### src/rtl/sexpr_pkg.sv
`timescale 1ns / 1ps
// Shared types, codes and character helpers for the s-expression token lexer.
package sexpr_pkg;

    // Output queue depth; must be at least 2 so a two-result item always fits.
    localparam int OUTQ_DEPTH = 4;

    typedef enum logic [2:0] {
        MODE_IDLE,
        MODE_COMMENT,
        MODE_STRING,
        MODE_ESCAPE,
        MODE_ATOM
    } lex_mode_t;

    typedef enum logic [1:0] {
        PH_SIGN,
        PH_ZERO,
        PH_BODY,
        PH_FAIL
    } num_phase_t;

    // Result kinds
    localparam logic [3:0] KIND_OPEN   = 4'd0;
    localparam logic [3:0] KIND_CLOSE  = 4'd1;
    localparam logic [3:0] KIND_QUOTE  = 4'd2;
    localparam logic [3:0] KIND_SCHAR  = 4'd3;
    localparam logic [3:0] KIND_SEND   = 4'd4;
    localparam logic [3:0] KIND_ACHAR  = 4'd5;
    localparam logic [3:0] KIND_NUMBER = 4'd6;
    localparam logic [3:0] KIND_SYMBOL = 4'd7;
    localparam logic [3:0] KIND_END    = 4'd8;

    // Characters with special meaning
    localparam logic [7:0] CH_TAB     = 8'h09;
    localparam logic [7:0] CH_NL      = 8'h0A;
    localparam logic [7:0] CH_SPACE   = 8'h20;
    localparam logic [7:0] CH_DQUOTE  = 8'h22;
    localparam logic [7:0] CH_HASH    = 8'h23;
    localparam logic [7:0] CH_SQUOTE  = 8'h27;
    localparam logic [7:0] CH_LPAREN  = 8'h28;
    localparam logic [7:0] CH_RPAREN  = 8'h29;
    localparam logic [7:0] CH_PLUS    = 8'h2B;
    localparam logic [7:0] CH_MINUS   = 8'h2D;
    localparam logic [7:0] CH_ZERO    = 8'h30;
    localparam logic [7:0] CH_NINE    = 8'h39;
    localparam logic [7:0] CH_SEMI    = 8'h3B;
    localparam logic [7:0] CH_UPPER_A = 8'h41;
    localparam logic [7:0] CH_UPPER_Z = 8'h5A;
    localparam logic [7:0] CH_BSLASH  = 8'h5C;
    localparam logic [7:0] CH_LOWER_A = 8'h61;
    localparam logic [7:0] CH_LOWER_Z = 8'h7A;

    localparam logic [5:0] RADIX_DEFAULT = 6'd10;
    localparam logic [5:0] NOT_A_DIGIT   = 6'd36;

    typedef struct packed {
        logic [7:0] char_in;
        logic       is_end;
    } in_item_t;

    typedef struct packed {
        logic [3:0]         kind;
        logic [7:0]         char_out;
        logic signed [63:0] number_value;
        logic               last_of_run;
    } out_item_t;

    typedef struct packed {
        lex_mode_t   mode;
        num_phase_t  phase;
        logic        negate;
        logic [5:0]  radix;
        logic [63:0] acc;
        logic        seen;
    } lex_state_t;

    // Results of one item, handed to the output queue
    typedef struct packed {
        logic [1:0] count;
        out_item_t  first;
        out_item_t  second;
    } step_res_t;

    function automatic logic [7:0] to_lower(input logic [7:0] c);
        return (c >= CH_UPPER_A && c <= CH_UPPER_Z) ? c + 8'd32 : c;
    endfunction

    function automatic logic [5:0] digit_of(input logic [7:0] c);
        logic [7:0] l;
        l = to_lower(c);
        if (l >= CH_ZERO && l <= CH_NINE)
            return 6'(l - CH_ZERO);
        else if (l >= CH_LOWER_A && l <= CH_LOWER_Z)
            return 6'(l - CH_LOWER_A + 8'd10);
        else
            return NOT_A_DIGIT;
    endfunction

    // Base picked by the letter after a leading zero; zero when none matches.
    function automatic logic [5:0] prefix_radix(input logic [7:0] c);
        logic [7:0] l;
        l = to_lower(c);
        case (l)
            8'h62:   return 6'd2;   // b
            8'h73:   return 6'd6;   // s
            8'h6F:   return 6'd8;   // o
            8'h64:   return 6'd10;  // d
            8'h7A:   return 6'd12;  // z
            8'h78:   return 6'd16;  // x
            8'h6E:   return 6'd36;  // n
            default: return 6'd0;
        endcase
    endfunction

    function automatic logic is_term(input logic [7:0] c);
        return c == CH_SPACE || c == CH_TAB || c == CH_NL || c == CH_HASH ||
               c == CH_SEMI || c == CH_LPAREN || c == CH_RPAREN ||
               c == CH_SQUOTE || c == CH_DQUOTE;
    endfunction

    function automatic out_item_t make_item(input logic [3:0] kind,
                                            input logic [7:0] ch,
                                            input logic [63:0] val);
        out_item_t r;
        r.kind         = kind;
        r.char_out     = ch;
        r.number_value = val;
        r.last_of_run  = 1'b0;
        return r;
    endfunction

endpackage

### src/rtl/sexpr_token_lexer_core.sv
`timescale 1ns / 1ps
// Top level of the s-expression token lexer: input stage, lexer state, result queue.
//
// The lexer takes one source byte (or an end mark) per transfer on the byte
// channel and returns tokens on the tok channel: open, close and quote
// tokens, string characters and string end, atom characters followed by a
// number or symbol verdict, and an end token. Each byte is held in an input
// register; once the queue has room, one pass of mode logic and a 64-bit by
// 6-bit multiply-add updates the lexer state and pushes zero, one or two results
// into a four-entry result queue, which drives the tok channel from its head.
// A byte is taken every cycle as long as the queue has room for two results,
// so the sustained rate is one byte per cycle; the tok channel returns one
// result per cycle while tok_ready is high, so bytes that cause two results (an
// atom ended by a token or end mark, end inside a string) set the pace when they
// cluster.
// The last result caused by a byte carries last_of_run.
module sexpr_token_lexer_core #(
    parameter int OUTQ_DEPTH = sexpr_pkg::OUTQ_DEPTH
) (
    input  logic                 clk,
    input  logic                 rst_n,
    input  logic                 byte_valid,
    output logic                 byte_ready,
    input  sexpr_pkg::in_item_t  byte_item,
    output logic                 tok_valid,
    input  logic                 tok_ready,
    output sexpr_pkg::out_item_t tok_item
);

    sexpr_pkg::in_item_t   item_reg;
    logic                  item_valid_reg;
    sexpr_pkg::lex_state_t state_reg;
    sexpr_pkg::lex_state_t state_next;
    sexpr_pkg::step_res_t  step_res;
    sexpr_pkg::step_res_t  push;
    logic                  room;
    logic                  go;

    // Process the held byte only when both of its possible results fit
    assign go         = item_valid_reg && room;
    assign byte_ready = !item_valid_reg || go;

    always_comb
    begin
        push = step_res;
        if (!go)
            push.count = 2'd0;
    end

    // Input register: payload needs no reset
    always_ff @(posedge clk)
    begin
        if (byte_valid && byte_ready)
            item_reg <= byte_item;
    end

    always_ff @(posedge clk or negedge rst_n)
    begin
        if (!rst_n)
        begin
            item_valid_reg   <= 1'b0;
            state_reg.mode   <= sexpr_pkg::MODE_IDLE;
            state_reg.phase  <= sexpr_pkg::PH_SIGN;
            state_reg.negate <= 1'b0;
            state_reg.radix  <= sexpr_pkg::RADIX_DEFAULT;
            state_reg.acc    <= 64'd0;
            state_reg.seen   <= 1'b0;
        end
        else
        begin
            // hold the byte until it is processed, then load the next one
            if (byte_valid && byte_ready)
                item_valid_reg <= 1'b1;
            else if (go)
                item_valid_reg <= 1'b0;
            // advance the lexer state once per processed byte
            if (go)
                state_reg <= state_next;
        end
    end

    sexpr_step u_step (
        .state      (state_reg),
        .item       (item_reg),
        .state_next (state_next),
        .res        (step_res)
    );

    sexpr_outq #(
        .DEPTH (OUTQ_DEPTH)
    ) u_outq (
        .clk       (clk),
        .rst_n     (rst_n),
        .push      (push),
        .room      (room),
        .tok_valid (tok_valid),
        .tok_ready (tok_ready),
        .tok_item  (tok_item)
    );

    a_hold_unprocessed: assert property (@(posedge clk) disable iff (!rst_n)
        item_valid_reg && !go |=> item_valid_reg && $stable(item_reg))
        else $error("held byte lost before processing");

    a_end_returns_idle: assert property (@(posedge clk) disable iff (!rst_n)
        go && item_reg.is_end |=> state_reg.mode == sexpr_pkg::MODE_IDLE)
        else $error("lexer not between tokens after end mark");

    a_pair_last_flags: assert property (@(posedge clk) disable iff (!rst_n)
        push.count == 2'd2 |-> !push.first.last_of_run && push.second.last_of_run)
        else $error("last_of_run misplaced on a result pair");

endmodule

### src/rtl/sexpr_step.sv
`timescale 1ns / 1ps
// Next-state and result logic for one lexer item.
module sexpr_step (
    input  sexpr_pkg::lex_state_t state,
    input  sexpr_pkg::in_item_t   item,
    output sexpr_pkg::lex_state_t state_next,
    output sexpr_pkg::step_res_t  res
);

    logic [7:0]            c;
    logic                  e;
    sexpr_pkg::lex_state_t base;
    sexpr_pkg::lex_state_t fed;
    logic [5:0]            digit;
    logic [5:0]            pfx;
    logic [69:0]           prod;
    logic [63:0]           acc_take;
    logic                  digit_bad;

    logic                  idle_has;
    sexpr_pkg::out_item_t  idle_item;
    sexpr_pkg::lex_mode_t  idle_mode;
    logic                  idle_start;

    logic                  a_has;
    logic                  b_has;
    sexpr_pkg::out_item_t  a_item;
    sexpr_pkg::out_item_t  b_item;
    sexpr_pkg::out_item_t  verdict_item;
    logic                  in_atom_feed;

    assign c = item.char_in;
    assign e = item.is_end;

    // Between-token handling of the current byte or end mark
    always_comb
    begin
        idle_has   = 1'b0;
        idle_item  = sexpr_pkg::make_item(sexpr_pkg::KIND_END, 8'd0, 64'd0);
        idle_mode  = sexpr_pkg::MODE_IDLE;
        idle_start = 1'b0;
        if (e)
        begin
            idle_has = 1'b1;
        end
        else
        begin
            case (c)
                sexpr_pkg::CH_SPACE, sexpr_pkg::CH_TAB, sexpr_pkg::CH_NL:
                begin
                end
                sexpr_pkg::CH_HASH, sexpr_pkg::CH_SEMI:
                    idle_mode = sexpr_pkg::MODE_COMMENT;
                sexpr_pkg::CH_LPAREN:
                begin
                    idle_has  = 1'b1;
                    idle_item = sexpr_pkg::make_item(sexpr_pkg::KIND_OPEN, 8'd0, 64'd0);
                end
                sexpr_pkg::CH_RPAREN:
                begin
                    idle_has  = 1'b1;
                    idle_item = sexpr_pkg::make_item(sexpr_pkg::KIND_CLOSE, 8'd0, 64'd0);
                end
                sexpr_pkg::CH_SQUOTE:
                begin
                    idle_has  = 1'b1;
                    idle_item = sexpr_pkg::make_item(sexpr_pkg::KIND_QUOTE, 8'd0, 64'd0);
                end
                sexpr_pkg::CH_DQUOTE:
                    idle_mode = sexpr_pkg::MODE_STRING;
                default:
                begin
                    idle_has   = 1'b1;
                    idle_item  = sexpr_pkg::make_item(sexpr_pkg::KIND_ACHAR, c, 64'd0);
                    idle_mode  = sexpr_pkg::MODE_ATOM;
                    idle_start = 1'b1;
                end
            endcase
        end
    end

    // Number recognizer: a fresh atom starts from the reset number state
    always_comb
    begin
        base = state;
        if (!(state.mode == sexpr_pkg::MODE_ATOM))
        begin
            base.phase  = sexpr_pkg::PH_SIGN;
            base.negate = 1'b0;
            base.radix  = sexpr_pkg::RADIX_DEFAULT;
            base.acc    = 64'd0;
            base.seen   = 1'b0;
        end
    end

    assign digit     = sexpr_pkg::digit_of(c);
    assign pfx       = sexpr_pkg::prefix_radix(c);
    assign digit_bad = digit >= base.radix;
    assign prod      = base.acc * base.radix;
    assign acc_take  = prod[63:0] + 64'(digit);

    always_comb
    begin
        fed = base;
        case (base.phase)
            sexpr_pkg::PH_SIGN:
            begin
                if (c == sexpr_pkg::CH_PLUS)
                begin
                end
                else if (c == sexpr_pkg::CH_MINUS)
                    fed.negate = ~base.negate;
                else if (c == sexpr_pkg::CH_ZERO)
                begin
                    fed.phase = sexpr_pkg::PH_ZERO;
                    fed.acc   = 64'd0;
                    fed.seen  = 1'b1;
                end
                else if (digit_bad)
                    fed.phase = sexpr_pkg::PH_FAIL;
                else
                begin
                    fed.phase = sexpr_pkg::PH_BODY;
                    fed.acc   = acc_take;
                    fed.seen  = 1'b1;
                end
            end
            sexpr_pkg::PH_ZERO:
            begin
                if (pfx != 6'd0)
                begin
                    fed.radix = pfx;
                    fed.acc   = 64'd0;
                    fed.seen  = 1'b0;
                    fed.phase = sexpr_pkg::PH_BODY;
                end
                else if (digit_bad)
                    fed.phase = sexpr_pkg::PH_FAIL;
                else
                begin
                    fed.phase = sexpr_pkg::PH_BODY;
                    fed.acc   = acc_take;
                    fed.seen  = 1'b1;
                end
            end
            sexpr_pkg::PH_BODY:
            begin
                if (digit_bad)
                    fed.phase = sexpr_pkg::PH_FAIL;
                else
                begin
                    fed.acc  = acc_take;
                    fed.seen = 1'b1;
                end
            end
            default:
                fed.phase = sexpr_pkg::PH_FAIL;
        endcase
    end

    // Atom verdict from the number state held so far
    always_comb
    begin
        if (state.phase == sexpr_pkg::PH_FAIL || !state.seen)
            verdict_item = sexpr_pkg::make_item(sexpr_pkg::KIND_SYMBOL, 8'd0, 64'd0);
        else
            verdict_item = sexpr_pkg::make_item(sexpr_pkg::KIND_NUMBER, 8'd0,
                state.negate ? (64'd0 - state.acc) : state.acc);
    end

    // Mode dispatch
    always_comb
    begin
        state_next   = state;
        a_has        = 1'b0;
        b_has        = 1'b0;
        a_item       = sexpr_pkg::make_item(sexpr_pkg::KIND_END, 8'd0, 64'd0);
        b_item       = sexpr_pkg::make_item(sexpr_pkg::KIND_END, 8'd0, 64'd0);
        in_atom_feed = 1'b0;
        case (state.mode)
            sexpr_pkg::MODE_COMMENT:
            begin
                if (e)
                begin
                    state_next.mode = sexpr_pkg::MODE_IDLE;
                    a_has           = 1'b1;
                end
                else if (c == sexpr_pkg::CH_NL)
                    state_next.mode = sexpr_pkg::MODE_IDLE;
            end
            sexpr_pkg::MODE_STRING, sexpr_pkg::MODE_ESCAPE:
            begin
                if (e)
                begin
                    state_next.mode = sexpr_pkg::MODE_IDLE;
                    a_has           = 1'b1;
                    a_item = sexpr_pkg::make_item(sexpr_pkg::KIND_SEND, 8'd0, 64'd0);
                    b_has           = 1'b1;
                end
                else if (state.mode == sexpr_pkg::MODE_ESCAPE)
                begin
                    state_next.mode = sexpr_pkg::MODE_STRING;
                    a_has           = 1'b1;
                    a_item = sexpr_pkg::make_item(sexpr_pkg::KIND_SCHAR, c, 64'd0);
                end
                else if (c == sexpr_pkg::CH_BSLASH)
                    state_next.mode = sexpr_pkg::MODE_ESCAPE;
                else if (c == sexpr_pkg::CH_DQUOTE)
                begin
                    state_next.mode = sexpr_pkg::MODE_IDLE;
                    a_has           = 1'b1;
                    a_item = sexpr_pkg::make_item(sexpr_pkg::KIND_SEND, 8'd0, 64'd0);
                end
                else
                begin
                    a_has  = 1'b1;
                    a_item = sexpr_pkg::make_item(sexpr_pkg::KIND_SCHAR, c, 64'd0);
                end
            end
            sexpr_pkg::MODE_ATOM:
            begin
                if (e || sexpr_pkg::is_term(c))
                begin
                    // verdict first, then the terminator as between tokens
                    a_has           = 1'b1;
                    a_item          = verdict_item;
                    b_has           = idle_has;
                    b_item          = idle_item;
                    state_next.mode = idle_mode;
                end
                else
                begin
                    in_atom_feed = 1'b1;
                    a_has        = 1'b1;
                    a_item = sexpr_pkg::make_item(sexpr_pkg::KIND_ACHAR, c, 64'd0);
                end
            end
            default:
            begin
                state_next.mode = idle_mode;
                a_has           = idle_has;
                a_item          = idle_item;
                in_atom_feed    = idle_start;
            end
        endcase
        if (in_atom_feed)
        begin
            state_next.phase  = fed.phase;
            state_next.negate = fed.negate;
            state_next.radix  = fed.radix;
            state_next.acc    = fed.acc;
            state_next.seen   = fed.seen;
        end
        a_item.last_of_run = ~b_has;
        b_item.last_of_run = 1'b1;
        res.count  = {1'b0, a_has} + {1'b0, b_has};
        res.first  = a_item;
        res.second = b_item;
    end

endmodule

### src/rtl/sexpr_outq.sv
`timescale 1ns / 1ps
// Small result queue that takes up to two results a cycle and returns one while tok_ready is high.
module sexpr_outq #(
    parameter int DEPTH = sexpr_pkg::OUTQ_DEPTH
) (
    input  logic                 clk,
    input  logic                 rst_n,
    input  sexpr_pkg::step_res_t push,
    output logic                 room,
    output logic                 tok_valid,
    input  logic                 tok_ready,
    output sexpr_pkg::out_item_t tok_item
);

    localparam int PW = (DEPTH > 1) ? $clog2(DEPTH) : 1;
    localparam int CW = $clog2(DEPTH + 1);

    sexpr_pkg::out_item_t entries [DEPTH];
    logic [PW-1:0]        wr_ptr_reg;
    logic [PW-1:0]        rd_ptr_reg;
    logic [CW-1:0]        count_reg;
    logic [PW-1:0]        wr1;
    logic [PW-1:0]        wr2;
    logic                 pop;

    function automatic logic [PW-1:0] ptr_inc(input logic [PW-1:0] p);
        return (p == PW'(DEPTH - 1)) ? '0 : p + 1'b1;
    endfunction

    assign wr1       = ptr_inc(wr_ptr_reg);
    assign wr2       = ptr_inc(wr1);
    assign pop       = tok_valid && tok_ready;
    assign tok_valid = count_reg != '0;
    assign tok_item  = entries[rd_ptr_reg];
    assign room      = count_reg <= CW'(DEPTH - 2);

    always_ff @(posedge clk)
    begin
        if (push.count != 2'd0)
            entries[wr_ptr_reg] <= push.first;
        if (push.count == 2'd2)
            entries[wr1] <= push.second;
    end

    always_ff @(posedge clk or negedge rst_n)
    begin
        if (!rst_n)
        begin
            wr_ptr_reg <= '0;
            rd_ptr_reg <= '0;
            count_reg  <= '0;
        end
        else
        begin
            if (push.count == 2'd1)
                wr_ptr_reg <= wr1;
            else if (push.count == 2'd2)
                wr_ptr_reg <= wr2;
            if (pop)
                rd_ptr_reg <= ptr_inc(rd_ptr_reg);
            count_reg <= count_reg + CW'(push.count) - CW'(pop);
        end
    end

    a_count_bound: assert property (@(posedge clk) disable iff (!rst_n)
        count_reg <= CW'(DEPTH))
        else $error("result queue count past depth");

    a_push_fits: assert property (@(posedge clk) disable iff (!rst_n)
        push.count != 2'd0 |-> count_reg <= CW'(DEPTH) - CW'(push.count))
        else $error("result queue overflow");

endmodule
### config.mk
export PLATFORM = sky130hd
export DESIGN_NAME = sexpr_token_lexer_core
export DESIGN_NICKNAME = d
export VERILOG_FILES = /design/src/rtl/sexpr_pkg.sv /design/src/rtl/sexpr_token_lexer_core.sv /design/src/rtl/sexpr_step.sv /design/src/rtl/sexpr_outq.sv
export SDC_FILE = /design/constraint.sdc
export NUM_CORES = 2
export LEC_CHECK = 0
export BUFFER_PORTS_ARGS = -buffer_cell sky130_fd_sc_hd__buf_4
export CORE_AREA = 2 2 322 324
export CTS_CLUSTER_DIAMETER = 50
export DETAILED_ROUTE_END_ITERATION = 7
export DIE_AREA = 0 0 324 326
export PLACE_DENSITY = 0.48
export RECOVER_POWER = 50
export SYNTH_ARGS = -nofsm -noshare
export SYNTH_HDL_FRONTEND = slang
export SYNTH_HIERARCHICAL = 1
export SYNTH_SLANG_ARGS = --single-unit
### constraint.sdc
create_clock -name clk -period 23.5 [get_ports clk]
set_input_delay 5.875 -clock clk [delete_from_list [all_inputs] [get_ports clk]]
set_output_delay 5.875 -clock clk [all_outputs]
set_load 0.05 [all_outputs]
== Word level (Yosys, flattened, before mapping) ==
Memory sizes are Yosys's and may differ from the RTL's.
Index checks and enable logic that the tools add are counted.

* Register bits: 94
* RAM bits: 308
* Input bits: 13
* Output and inout port bits: 79
* Word-level logic and storage cells: 173
* Memories kept: 1

{| class="wikitable"
|+ Memory list
! memory !! depth !! width !! read ports !! clocked after memory_dff !! wr ports !! line !! source
|-
| u_outq.entries || 4 || 77 || 1 || 0 || 2 || sexpr_outq.sv:18 || <nowiki>sexpr_pkg::out_item_t entries [DEPTH];</nowiki>
|}

* $add $sub $neg: 12
* Multiply operators: 1
* $lt $le $gt $ge: 8
* Equality and inequality tests: 35
* Muxes and demuxes: 69
* Bitwise gates (word level): 2
* Reductions and logical operators: 33

{| class="wikitable"
|+ Operators with widths
! operator !! number
|-
| two-way mux 77 bit || 6
|-
| two-way mux 65 bit || 5
|-
| one-hot mux 77 bit (4 select lines) || 1
|-
| one-hot mux 77 bit (3 select lines) || 1
|-
| one-hot mux 65 bit (3 select lines) || 1
|-
| two-way mux 74 bit || 2
|-
| equality test 8 x 6 -> 1 bit (second input constant) || 10
|-
| two-way mux 76 bit || 1
|-
| two-way mux 75 bit || 1
|-
| adder 64 x 6 -> 64 bit || 1
|-
| equality test 8 x 7 -> 1 bit (second input constant) || 8
|-
| multiplier 64 x 6 -> 64 bit || 1
|-
| two-way mux 64 bit || 1
|-
| subtractor 1 x 64 -> 64 bit (first input constant) || 1
|-
| one-hot mux 6 bit (7 select lines) || 1
|-
| two-way mux 3 bit || 9
|-
| two-way mux 6 bit || 4
|-
| two-way mux 1 bit || 20
|-
| two-way mux 2 bit || 9
|-
| one-hot mux 3 bit (3 select lines) || 2
|-
| equality test 8 x 4 -> 1 bit (second input constant) || 2
|-
| >= comparator 8 x 7 -> 1 bit (second input constant) || 2
|-
| less-or-equal comparator 8 x 7 -> 1 bit (second input constant) || 2
|-
| equality test 2 bit (second input constant) || 6
|-
| other kinds (36) || 63
|}

== Logic depth before layout (Yosys ltp) ==
* Word-level depth: 17
* Gate-level depth with buffers: 28
* Depth with buffers taken out: 28

== By module ==
The synthesis kept the hierarchy.

{| class="wikitable"
|+ Modules (own cells, without submodules)
! module !! times used !! cells an instance !! area each (um2) !! seq. area each (um2)
|-
| sexpr_step || 1 || 2,342 || 16,600.9 || 0.0
|-
| sexpr_outq || 1 || 802 || 15,544.9 || 9,424.0
|-
| sexpr_token_lexer_core || 1 || 178 || 3,306.9 || 2,224.6
|}

== Worst setup path before layout ==
No wires, ideal clock.

* Kind: register -> register
* From: register item_reg[5] (netlist bit)
* To: memory u_outq/entries[0][0] (netlist bit) (enable)
* Setup time: 0.619 ns
* Arrival time: 8.325 ns
* Required time: 22.881 ns
* Setup slack: 14.557 ns
* Cell stages (with the launch flop): 15
* Buffers on the path: 1
* Period minus slack after synthesis: 8.943 ns
* Cells stage by stage: edfxtp_1 clkbuf_1 nor4b_1 nor3b_1 o21ai_0 nand4_1 or3_1 nand2_1 o21a_1 inv_1 ha_1 and3_1 inv_1 ha_1 o21ai_0

{| class="wikitable"
|+ RTL lines
! element !! line !! source
|-
| from (decl) || sexpr_token_lexer_core.sv:30 || <nowiki>sexpr_pkg::in_item_t item_reg;</nowiki>
|-
| from (signal assigned) || sexpr_token_lexer_core.sv:54 || <nowiki>item_reg <= byte_item;</nowiki>
|-
| to (decl) || sexpr_outq.sv:18 ||
|}

==> flow_summary.json <==
{
  "utilization": 0.376,
  "synthMuxAreaShare": 0.181,
  "status": "finished with violations",
  "failed_checks": "capacitance limit, slew limit",
  "synth_area_per_cell_um2": 10.7,
  "hold_buffers": 0,
  "place_inst": 4596,
  "relSlewSlack": -1.61,
  "powerDensity_nw_per_um2": 95.0,
  "arrival_ns": 3.25,
  "drive_gt1_frac": 0.191,
  "die-height_um": 326,
  "yosys-top-cells-area": "edfxtp_1 27%, fa_1 14%, mux2_2 9.0%",
  "area_growth_pct": 8.76,
  "die_area_um2": 106000,
  "drtAntennaViolNets": 0,
  "grt_pass1_wl_mm": 151,
  "hpwlAfterDp_mm": 67.2,
  "routed_via_density": 5.14,
  "io_buffers": 91,
  "drtIter0Drc": 1505,
  "setup_violations": 0,
  "drv_cap": 12,
  "finalClockSkew_ns": 0.0289,
  "synth.distinct_cells": 80,
  "nNetsFinal": 3696,
  "hold_depth": 1,
  "grt_pass1_vias": 25200,
  "final_cell_area_um2": 38600,
  "fin_tns_setup_ns": 0,
  "place_congestion": 0.835,
  "drc": 0,
  "r2r_end": "u_outq/entries[3][32]",
  "rsz0062_at_grt": "false",
  "crit_path_end_kind": "output pin",
  "post-route-period-util": 0.388,
  "ioPinCount": 92,
  "period_needed_ns": 9.13,
  "layout_common_cells": "559 x nand2_1, 317 x edfxtp_1, 282 x mux2_2",
  "fp.dieW_um": 324,
  "synth_ff_type": "edfxtp_1",
  "ff2ff_path_depth": 16,
  "insertion_delay_ns": 0.64,
  "worstSetupPathType": "reg2out",
  "initial_utilization": 0.346,
  "holdWs_ns": 0.518,
  "yosysTopAreaCellShare": 0.269,
  "num_antenna_cells": 0,
  "worstHoldPathType": "reg2reg",
  "cts_made_buffers": 61,
  "ir_drop_mv": 0.105,
  "antenna_found_initial": 3,
  "rr_startpoint": "item_reg[5]",
  "cts_buffer_depth": 3,
  "cellLeakagePower_nw": 16.0,
  "finalPower_mw": 3.66,
  "yosys.area_share.adder": 0.194,
  "hold_path.startpoint": "u_outq/count_reg[2]",
  "synth-simple-area-share": 0.114,
  "place_ws_ns": 14.92,
  "drt-total-wl_mm": 95.6,
  "async_flop_share": 0.211,
  "cts.htree.levels": 2,
  "yosys_register_bits": 402,
  "min_delay_worst_endpoint": "u_outq/count_reg[2]",
  "tightestPinTransition_ns": 3.91,
  "clkSinkCount": 402,
  "cts_tree": "done",
  "layout_commonest_cell": "nand2_1",
  "fin_cells": 4707,
  "postCtsSetupRepairBufs": 0,
  "syn-cell-area_um2": 35500,
  "place_area_um2": 36900,
  "synth_warnings": 6,
  "path_max_fanout": 43,
  "path_clk_slew_ns": 0.06,
  "hold_viol": 0,
  "cp.required_ns": 17.62,
  "grt_overflow": 0,
  "synth_area_leader_cell": "edfxtp_1",
  "fmax_mhz": 110,
  "r2r_slack_ns": 14.77,
  "fp-row-count": 118,
  "synth_compound_gate_area_share": 0.0775,
  "synth-edff-count": 317,
  "synthXorXnorAreaFrac": 0.0334,
  "cts_resized": 0,
  "setup_ws_ns": 14.37,
  "cts_root_buf": "clkbuf_16",
  "largest_reg_flops": 308,
  "grt_usage": 0.183,
  "grt_max_degree": 65,
  "routedWlPerCell_um": 20.3,
  "first_pass_iters": 5,
  "ys_seq_area_frac": 0.329,
  "synth_top_family_by_area": "adder cells",
  "finalMaxSlewViolations": 461,
  "vias": 24200,
  "core_area_um2": 103000,
  "crit_path_start_kind": "flip-flop",
  "syn_inst": 3322
}
-- synthesized netlist by cell type (46+ instances only) --
library cell and n:
a21oi_1 115, fa_1 241, mux2_2 282, mux4_2 77, xor2_1 89, mux2_4 70
buf_4 79, xnor2_1 46, edfxtp_1 317, dfrtp_1 83, o21ai_0 139, nor2_1 145
nand2_1 556, ha_1 163, inv_1 237, clkbuf_1 167
-- kinds of logic after synthesis --
family | Yosys count
AOI/OAI and AO/OA | 442
and+or+nand+nor | 924
DFF | 402
buffers and inverters | 544
muxes | 469
adders and majority gates | 404
other | 2
xor gates and xnor gates | 135
-- where the power goes --
part / internal (mW) / leakage, nW / total (mW) / switching (mW)
combinational: 0.555 / 10.9 / 1.65 / 1.09
clock: 0.523 / 0.961 / 0.888 / 0.365
sequential: 1.01 / 4.11 / 1.13 / 0.124
-- worst max-delay path, stage by stage (launching register included) --
cell and delay, ns:
dfrtp_4 0.94, buf_4 0.75, mux4_2 0.61, buf_4 0.21
-- how the worst max path moves through the flow --
stage / to / slack [ns] / startpoint
floorplan: u_outq/entries[0][0] / 14.56 / item_reg[5]
finish: tok_item[43] / 14.37 / u_outq/rd_ptr_reg[0]
global placement: tok_item[27] / 14.96 / u_outq/rd_ptr_reg[0]
CTS: tok_item[43] / 14.20 / u_outq/rd_ptr_reg[0]
detailed placement: tok_item[43] / 14.92 / u_outq/rd_ptr_reg[0]
global route: u_outq/entries[3][30] / 13.93 / item_reg[5]
-- cell type report --
class | count | area, um^2
sequential | 402 | 11700
multi-input combinational | 2448 | 21400
fill | 10200 | 64100
clock inverter | 45 | 399
clock buffer | 66 | 1580
timing repair buffer | 128 | 920
inverter | 238 | 893
tap | 1380 | 1730
-- per-layer routing --
layer  track usage  vias up  wire length [um]
met5             0        -                 0
met2         0.292      472             44300
met4        0.0396        0              1600
met3        0.0256       98              3980
li1              -    11300                 -
met1         0.263    12300             45700
Power figures use the tool's default switching activity.
